==> config.mk <==
export PLATFORM = sky130hd
export DESIGN_NAME = lrsr_ctrl
export DESIGN_NICKNAME = d
export VERILOG_FILES = /design/src/hdl/lrsr_pkg.sv /design/src/hdl/lrsr_ctrl.sv
export SDC_FILE = /design/constraint.sdc
export NUM_CORES = 1
export LEC_CHECK = 0
export ABC_AREA = 1
export CORE_MARGIN = 2
export CORE_UTILIZATION = 40
export DETAILED_ROUTE_END_ITERATION = 10
export DONT_BUFFER_PORTS = 1
export PLACE_DENSITY_LB_ADDON = 0.1
export SLEW_MARGIN = 0
export SYNTH_ARGS = -nofsm -noshare
export SYNTH_HDL_FRONTEND = slang
export SYNTH_SLANG_ARGS = --single-unit
==> constraint.sdc <==
create_clock -name clk_i -period 2.4 [get_ports clk_i]
set_clock_uncertainty 0.15 [all_clocks]
set_input_delay 0.12 -clock clk_i [delete_from_list [all_inputs] [get_ports clk_i]]
set_output_delay 0.12 -clock clk_i [all_outputs]
set_load 0.05 [all_outputs]
==> src/hdl/lrsr_pkg.sv <==
package lrsr_pkg;

  localparam int NUM_STATES_DEF     = 64;
  localparam int NUM_SYMBOLS_DEF    = 32;
  localparam int STACK_DEPTH_DEF    = 64;
  localparam int MAX_RHS_DEF        = 8;
  localparam int MAX_REDUCTIONS_DEF = 63;

  localparam int MODE_W  = 2;
  localparam int STATE_W = 6;
  localparam int SYM_W   = 5;
  localparam int KIND_W  = 3;
  localparam int LEN_W   = 4;
  localparam int EV_W    = 3;

  localparam logic [MODE_W-1:0] MODE_WRITE   = 2'd0;
  localparam logic [MODE_W-1:0] MODE_TOKEN   = 2'd1;
  localparam logic [MODE_W-1:0] MODE_RESTART = 2'd2;

  localparam logic [KIND_W-1:0] K_EMPTY  = 3'd0;
  localparam logic [KIND_W-1:0] K_SHIFT  = 3'd1;
  localparam logic [KIND_W-1:0] K_REDUCE = 3'd2;
  localparam logic [KIND_W-1:0] K_GOTO   = 3'd3;
  localparam logic [KIND_W-1:0] K_ACCEPT = 3'd4;

  localparam logic [EV_W-1:0] EV_SHIFT   = 3'd0;
  localparam logic [EV_W-1:0] EV_REDUCE  = 3'd1;
  localparam logic [EV_W-1:0] EV_ACCEPT  = 3'd2;
  localparam logic [EV_W-1:0] EV_ERROR   = 3'd3;
  localparam logic [EV_W-1:0] EV_WRITTEN = 3'd4;
  localparam logic [EV_W-1:0] EV_RESTART = 3'd5;

  typedef struct packed {
    logic [KIND_W-1:0]  kind;
    logic [STATE_W-1:0] target;
    logic [LEN_W-1:0]   rhs_len;
    logic [SYM_W-1:0]   lhs;
  } tbl_word_t;

  typedef enum logic [2:0] {
    ST_CLEAR,
    ST_IDLE,
    ST_ACT,
    ST_EXP,
    ST_GOTO,
    ST_WRITTEN,
    ST_RESTART,
    ST_ERROR
  } state_e;

  typedef enum logic [3:0] {
    OP_NONE,
    OP_CLEAR,
    OP_LATCH,
    OP_SHIFT,
    OP_ACCEPT,
    OP_RED_START,
    OP_GOTO_READ,
    OP_REDUCE,
    OP_ERROR,
    OP_WRITTEN,
    OP_RESTART
  } op_e;

  typedef struct packed {
    logic              clear_done;
    logic              slot_free;
    logic [MODE_W-1:0] mode;
    logic              tok_bad;
    logic              is_shift;
    logic              shift_ok;
    logic              is_accept;
    logic              is_reduce;
    logic              red_ok;
    logic              exp_ok;
    logic              goto_ok;
  } status_t;

endpackage

==> src/hdl/lrsr_ctrl.sv <==
module lrsr_ctrl (
  input  logic              clk_i,
  input  logic              rst_ni,
  input  logic              in_valid_i,
  output logic              in_stall_o,
  input  lrsr_pkg::status_t sts_i,
  output lrsr_pkg::op_e     op_o
);
  import lrsr_pkg::*;

  state_e state_q, state_d;

  always_ff @(posedge clk_i or negedge rst_ni) begin
    if (!rst_ni) begin
      state_q <= ST_CLEAR;
    end else begin
      state_q <= state_d;
    end
  end

  always_comb begin
    state_d = state_q;
    case (state_q)
      ST_CLEAR: begin
        if (sts_i.clear_done) begin
          state_d = ST_IDLE;
        end
      end
      ST_IDLE: begin
        if (in_valid_i) begin
          case (sts_i.mode)
            MODE_WRITE:   state_d = ST_WRITTEN;
            MODE_TOKEN:   state_d = sts_i.tok_bad ? ST_ERROR : ST_ACT;
            MODE_RESTART: state_d = ST_RESTART;
            default:      state_d = ST_IDLE;
          endcase
        end
      end
      ST_ACT: begin
        if (sts_i.is_shift) begin
          if (!sts_i.shift_ok) begin
            state_d = ST_ERROR;
          end else if (sts_i.slot_free) begin
            state_d = ST_IDLE;
          end
        end else if (sts_i.is_accept) begin
          if (sts_i.slot_free) begin
            state_d = ST_IDLE;
          end
        end else if (sts_i.is_reduce && sts_i.red_ok) begin
          state_d = ST_EXP;
        end else begin
          state_d = ST_ERROR;
        end
      end
      ST_EXP: begin
        state_d = sts_i.exp_ok ? ST_GOTO : ST_ERROR;
      end
      ST_GOTO: begin
        if (!sts_i.goto_ok) begin
          state_d = ST_ERROR;
        end else if (sts_i.slot_free) begin
          state_d = ST_ACT;
        end
      end
      ST_WRITTEN, ST_RESTART, ST_ERROR: begin
        if (sts_i.slot_free) begin
          state_d = ST_IDLE;
        end
      end
      default: state_d = ST_IDLE;
    endcase
  end

  always_comb begin
    op_o       = OP_NONE;
    in_stall_o = 1'b1;
    case (state_q)
      ST_CLEAR: op_o = OP_CLEAR;
      ST_IDLE: begin
        in_stall_o = 1'b0;
        if (in_valid_i) begin
          op_o = OP_LATCH;
        end
      end
      ST_ACT: begin
        if (sts_i.is_shift) begin
          if (sts_i.shift_ok && sts_i.slot_free) begin
            op_o = OP_SHIFT;
          end
        end else if (sts_i.is_accept) begin
          if (sts_i.slot_free) begin
            op_o = OP_ACCEPT;
          end
        end else if (sts_i.is_reduce && sts_i.red_ok) begin
          op_o = OP_RED_START;
        end
      end
      ST_EXP: begin
        if (sts_i.exp_ok) begin
          op_o = OP_GOTO_READ;
        end
      end
      ST_GOTO: begin
        if (sts_i.goto_ok && sts_i.slot_free) begin
          op_o = OP_REDUCE;
        end
      end
      ST_WRITTEN: if (sts_i.slot_free) op_o = OP_WRITTEN;
      ST_RESTART: if (sts_i.slot_free) op_o = OP_RESTART;
      ST_ERROR:   if (sts_i.slot_free) op_o = OP_ERROR;
      default:    op_o = OP_NONE;
    endcase
  end

endmodule

* Word level (Yosys, flattened, before mapping)
Index checks and enable logic that the tools add are counted.
** Word-level totals
- Flip-flop bits (word level) :: 3
- Input port bits :: 15
- Output and inout port bits :: 5
** Operators by class
- Equality and inequality tests :: 12
- Reductions and logical operators :: 7
- Multiplexer cells :: 26
** Operators by type and width (count)
- 2-to-1 mux 3 bit :: 14
- case mux 4 bit (8 select lines) :: 1
- 2-to-1 mux 4 bit :: 5
- case mux 3 bit (6 select lines) :: 1
- == test 3 bit, second input constant :: 4
- case mux 3 bit (3 select lines) :: 1
- == test 3 x 2 -> 1 bit, second input constant :: 2
- 2-to-1 mux 2 bit :: 3
- != test 2 bit, second input constant :: 2
- == test 3 x 1 -> 1 bit, second input constant :: 1
- logical AND 1 bit :: 3
- zero test 3 bit :: 1
- != test 3 bit, second input constant :: 1
- AND reduction 3 bit :: 1
- OR reduction 3 bit :: 1
- == test 2 x 1 -> 1 bit, second input constant :: 1
- == test 2 bit, second input constant :: 1
- zero test 2 bit :: 1
- 2-to-1 mux 1 bit :: 1

* Longest topological paths before layout
- Depth in word-level cells :: 5
- Mapped depth :: 9

* Least setup slack after synthesis
OpenSTA, ideal clock, no wires.
- Path type :: register to output
- Start point :: reg state_q[0]
- End point :: out op_o[2]
- Stages on the path, launching flop included :: 4
- Slack :: 0.519 ns
- Data arrival time :: 1.611 ns
- Path buffers :: 0
- Cells stage by stage :: dfrtp_1 -> nor2_2 -> nand2_1 -> o2111ai_1
** Between the ends
- Longest elaborated chain between the ends :: 2
** RTL lines
- start: declaration :: line lrsr_ctrl.sv:11 : state_e state_q, state_d;
- start signal: assignment :: line lrsr_ctrl.sv:17 : state_q <= state_d;
- == test 3 bit (tied with other cells) :: line lrsr_ctrl.sv:78 : case (state_q)
- case mux 4 bit (8 select lines) (*) :: line lrsr_ctrl.sv:78
- end: declaration :: line lrsr_ctrl.sv:7 : output lrsr_pkg::op_e op_o
Every way passes the cells marked *; elsewhere a longest branch is shown, timed or not.

* Worst setup path after layout
- Start point :: reg state_q[1]
- End point :: out op_o[1]
The elaborated chain is that of the path after synthesis.

==> flow_summary_export.csv <==
group,metric,value,unit
status,outcome,"completed",
routing,dr.pass1.iters,4,
setup_path,path_buf_inv,0,
synthesis,synth_cells,89,
synthesis,synth_top_cells_by_count,"nand2_1, nand3_1, nor2_1, inv_1, nand4_1",
routing,wl,1310,um
worst_hold_path,hp-start,"sts_i[11]",
routing,routed_via_density,5.14,
sta,slew_headroom,58.9,%
layout,top_register,"state_q",
routing,num_vias,581,
sta,max_slew.worst_pin.slew,0.615,ns
clock_tree,cts_tree,"yes",
synthesis,synthTopCellsByArea,"nand2_1, dfrtp_1, ha_1",
clock_tree,clkLatencyLatePin,0.24,ns
clock_tree,h-tree-depth,1,
clock_tree,cts_inserted_buffers,3,
floorplan,die_w,40.8,um
synthesis,ys_ff_latch,3,
placed_design,portBuffers,0,
sta,hold_viol,0,
sta,setup_tns,0,ns
clock_tree,cts_setup_buffers,0,
sta,slew_violations,0,
sta,whs,0.0882,ns
sta,rsz0062_at_grt,"no",
worst_hold_path,hp-class,"primary input to register",
power_and_ir_drop,power_frac_seq,18.9,%
placed_design,dp_hpwl,1040,um
setup_path,critPathArrivalTime,1.82,ns
setup_path,slowest_stage,"dfrtp_1",
synthesis,synth_cell_types,20,
power_and_ir_drop,p_switching,420,uW
power_and_ir_drop,internal_power,260,uW
synthesis,syn-num-nets,108,
run,drv_cap,0,
synthesis,syn_area_per_cell,6.10,sq um
sta,min_period_over_period,87.2,%
setup_path,max_stage_delay,0.52,ns
layout,num_antenna_cells,0,
layout,multi_input_area,400,sq um
worst_hold_path,holdPathStages,3,
clock_tree,clkTransAtPathRegs,0.04,ns
clock_tree,cts_root_buf,"clkbuf_4",
floorplan,rows,13,
global_routing,gr-total-overflow,0,
setup_path,path_cells,"nor2_2, nand2_1, nor2_1, a21oi_1, nand4_1",
placed_design,post_dp_cell_area,558,sq um
synthesis,yosysMostFrequentCell,"nand2_1",
layout,seq_area,75.1,sq um
routing,avgRoutedWirePerCell,11.6,um
global_routing,grt_pass1_vias,516,
global_routing,grt_max_degree,12,
layout,final_layout_size_suffix_gt1_share,16.3,%
floorplan,ios,20,
floorplan,die-area,0.00167,sq mm
routing,drc,0,
synthesis,synth_ff_type,"dfrtp_1",
global_routing,antenna_found_initial,0,
clock_tree,cts.sink_count,3,
layout,reg.largest.list,"state_q (3)",
global_routing,grt_pass1_wl,1990,um
clock_tree,clk_path_buf_depth,2,
setup_path,rr_worst_depth,4,
layout,largest_register_ffs,3,
floorplan,start_util,42.3,%
layout,fillers,149,
setup_path,crit_fanout,11,
layout,fin_area,634,sq um
setup_path,crit_path_end_kind,"output pin",
global_routing,grt_use_total,18.2,%
setup_path,reg2reg_slack,0.50,ns
setup_path,r2r-end,"state_q[2]",
setup_path,crit_required,2.13,ns
power_and_ir_drop,p_sw_share,61.8,%
synthesis,yosysTopAreaCell,"nand2_1",
sta,fin_crit,2.09,ns
layout,syn_to_final_growth,16.8,%
worst_hold_path,holdPathEnd,"state_q[1]",
setup_path,timing.rr.start,"state_q[1]",
synthesis,synth_warnings,0,
routing,ant_nets,0,
power_and_ir_drop,p_leak,0.000322,uW
sta,setup_violations,0,
setup_path,crit_family,"simple AND/OR/NAND/NOR gates",
synthesis,yosysSeqAreaShare,13.8,%
power_and_ir_drop,vdd_drop_max,0.427,mV
synthesis,yosysTopAreaCellShare,17.3,%
power_and_ir_drop,p_total,679,uW
floorplan,coreArea,0.00128,sq mm
routing,first_iter_violations,13,
synthesis,synth_edf_count,0,
setup_path,crit_type,"register to output pin",
floorplan,die_h,40.8,um
power_and_ir_drop,combPwrFrac,67.6,%
synthesis,netlist_area,543,sq um
layout,final_nets,118,
power_and_ir_drop,p_per_area,1070,mW/mm^2
sta,fmax,478,MHz
synthesis,async_flop_share,100,%
placed_design,gp_routability_congestion,0.777,
setup_path,cp-start-kind,"register",
power_and_ir_drop,p_clk_share,13.4,%
power groups by stage:
stage	clock (uW)	combinational, uW	sequential (uW)
3_5_place_dp	0	455	130
3_3_place_gp	0	454	129
6_report	91.3	459	129
5_1_grt	99.9	505	133
4_1_cts	93.5	463	130
2_1_floorplan	0	431	96.0
timing repair:
item	CTS	global route
resized for setup	0	0
endpoints found under the setup margin	0	0
hold buffers	5	0
endpoints found under the hold margin	5	0
layout by cell type, fill, tap and decap left out:
cell	instances
a21boi_0	1
a21oi_1	2
buf_4	2
clkbuf_1	1
clkbuf_4	3
dfrtp_1	3
dlygate4sd3_1	5
ha_1	4
inv_1	9
inv_2	4
nand2_1	25
nand3_1	10
nand3_2	2
nand3b_1	3
nand4_1	5
nor2_1	10
nor2_2	3
nor3_1	1
nor3_4	2
o2111ai_1	1
o21ai_0	1
o21bai_1	1
worst max path at each step:
stage | start | to | slack (ns) | depth (start not counted)
final | state_q[1] | op_o[1] | 0.31 | 5
after global routing | state_q[1] | op_o[1] | 0.18 | 5
after CTS | state_q[1] | op_o[1] | 0.32 | 5
after detailed placement | state_q[1] | op_o[1] | 0.57 | 5
after global placement | state_q[1] | op_o[1] | 0.60 | 5
after floorplan | state_q[0] | op_o[2] | 0.52 | 3
metal layers:
metal  GRT usage [%]  up-vias  routed length [um]  share of wire [%]
met4               0        0                   0                  0
met1            21.0      262                 595                 45
met5               0        -                   0                  0
met3            6.52        0                  37                2.8
li1                -      308                   -                  -
met2            33.6       11                 678                 52
stage by stage:
step | util [%] | worst slack, ns | cells
final | 49.4 | 0.307 | 113
after global routing | 49.4 | 0.178 | 113
after CTS | 49.4 | 0.321 | 113
after detailed placement | 43.4 | 0.572 | 104
after global placement | 43.4 | 0.595 | 104
after floorplan | - | 0.519 | 89
worst min-delay path: cells and delay by family:
family | cells | cell delay (ns)
and+or+nand+nor | 3 | 0.31
kinds of logic (layout without fill, tap and decap cells):
group / Yosys count / in the layout / share of synthesized area (%)
buffers and inverters: 15 / 24 / 12.4
and+or+nand+nor: 61 / 61 / 57.4
adders and majority gates: 4 / 4 / 9.22
AOI/OAI and AO/OA: 6 / 6 / 7.14
DFF: 3 / 3 / 13.8
area by class of cell:
class	instances	area share, %
clock buffer	4	4.14
timing repair buffer	7	10.3
sequential	3	11.8
tap	15	2.96
inverter	13	7.69
multi-input combinational	71	63.1
No activity file was read; power rests on OpenSTA's default activity.
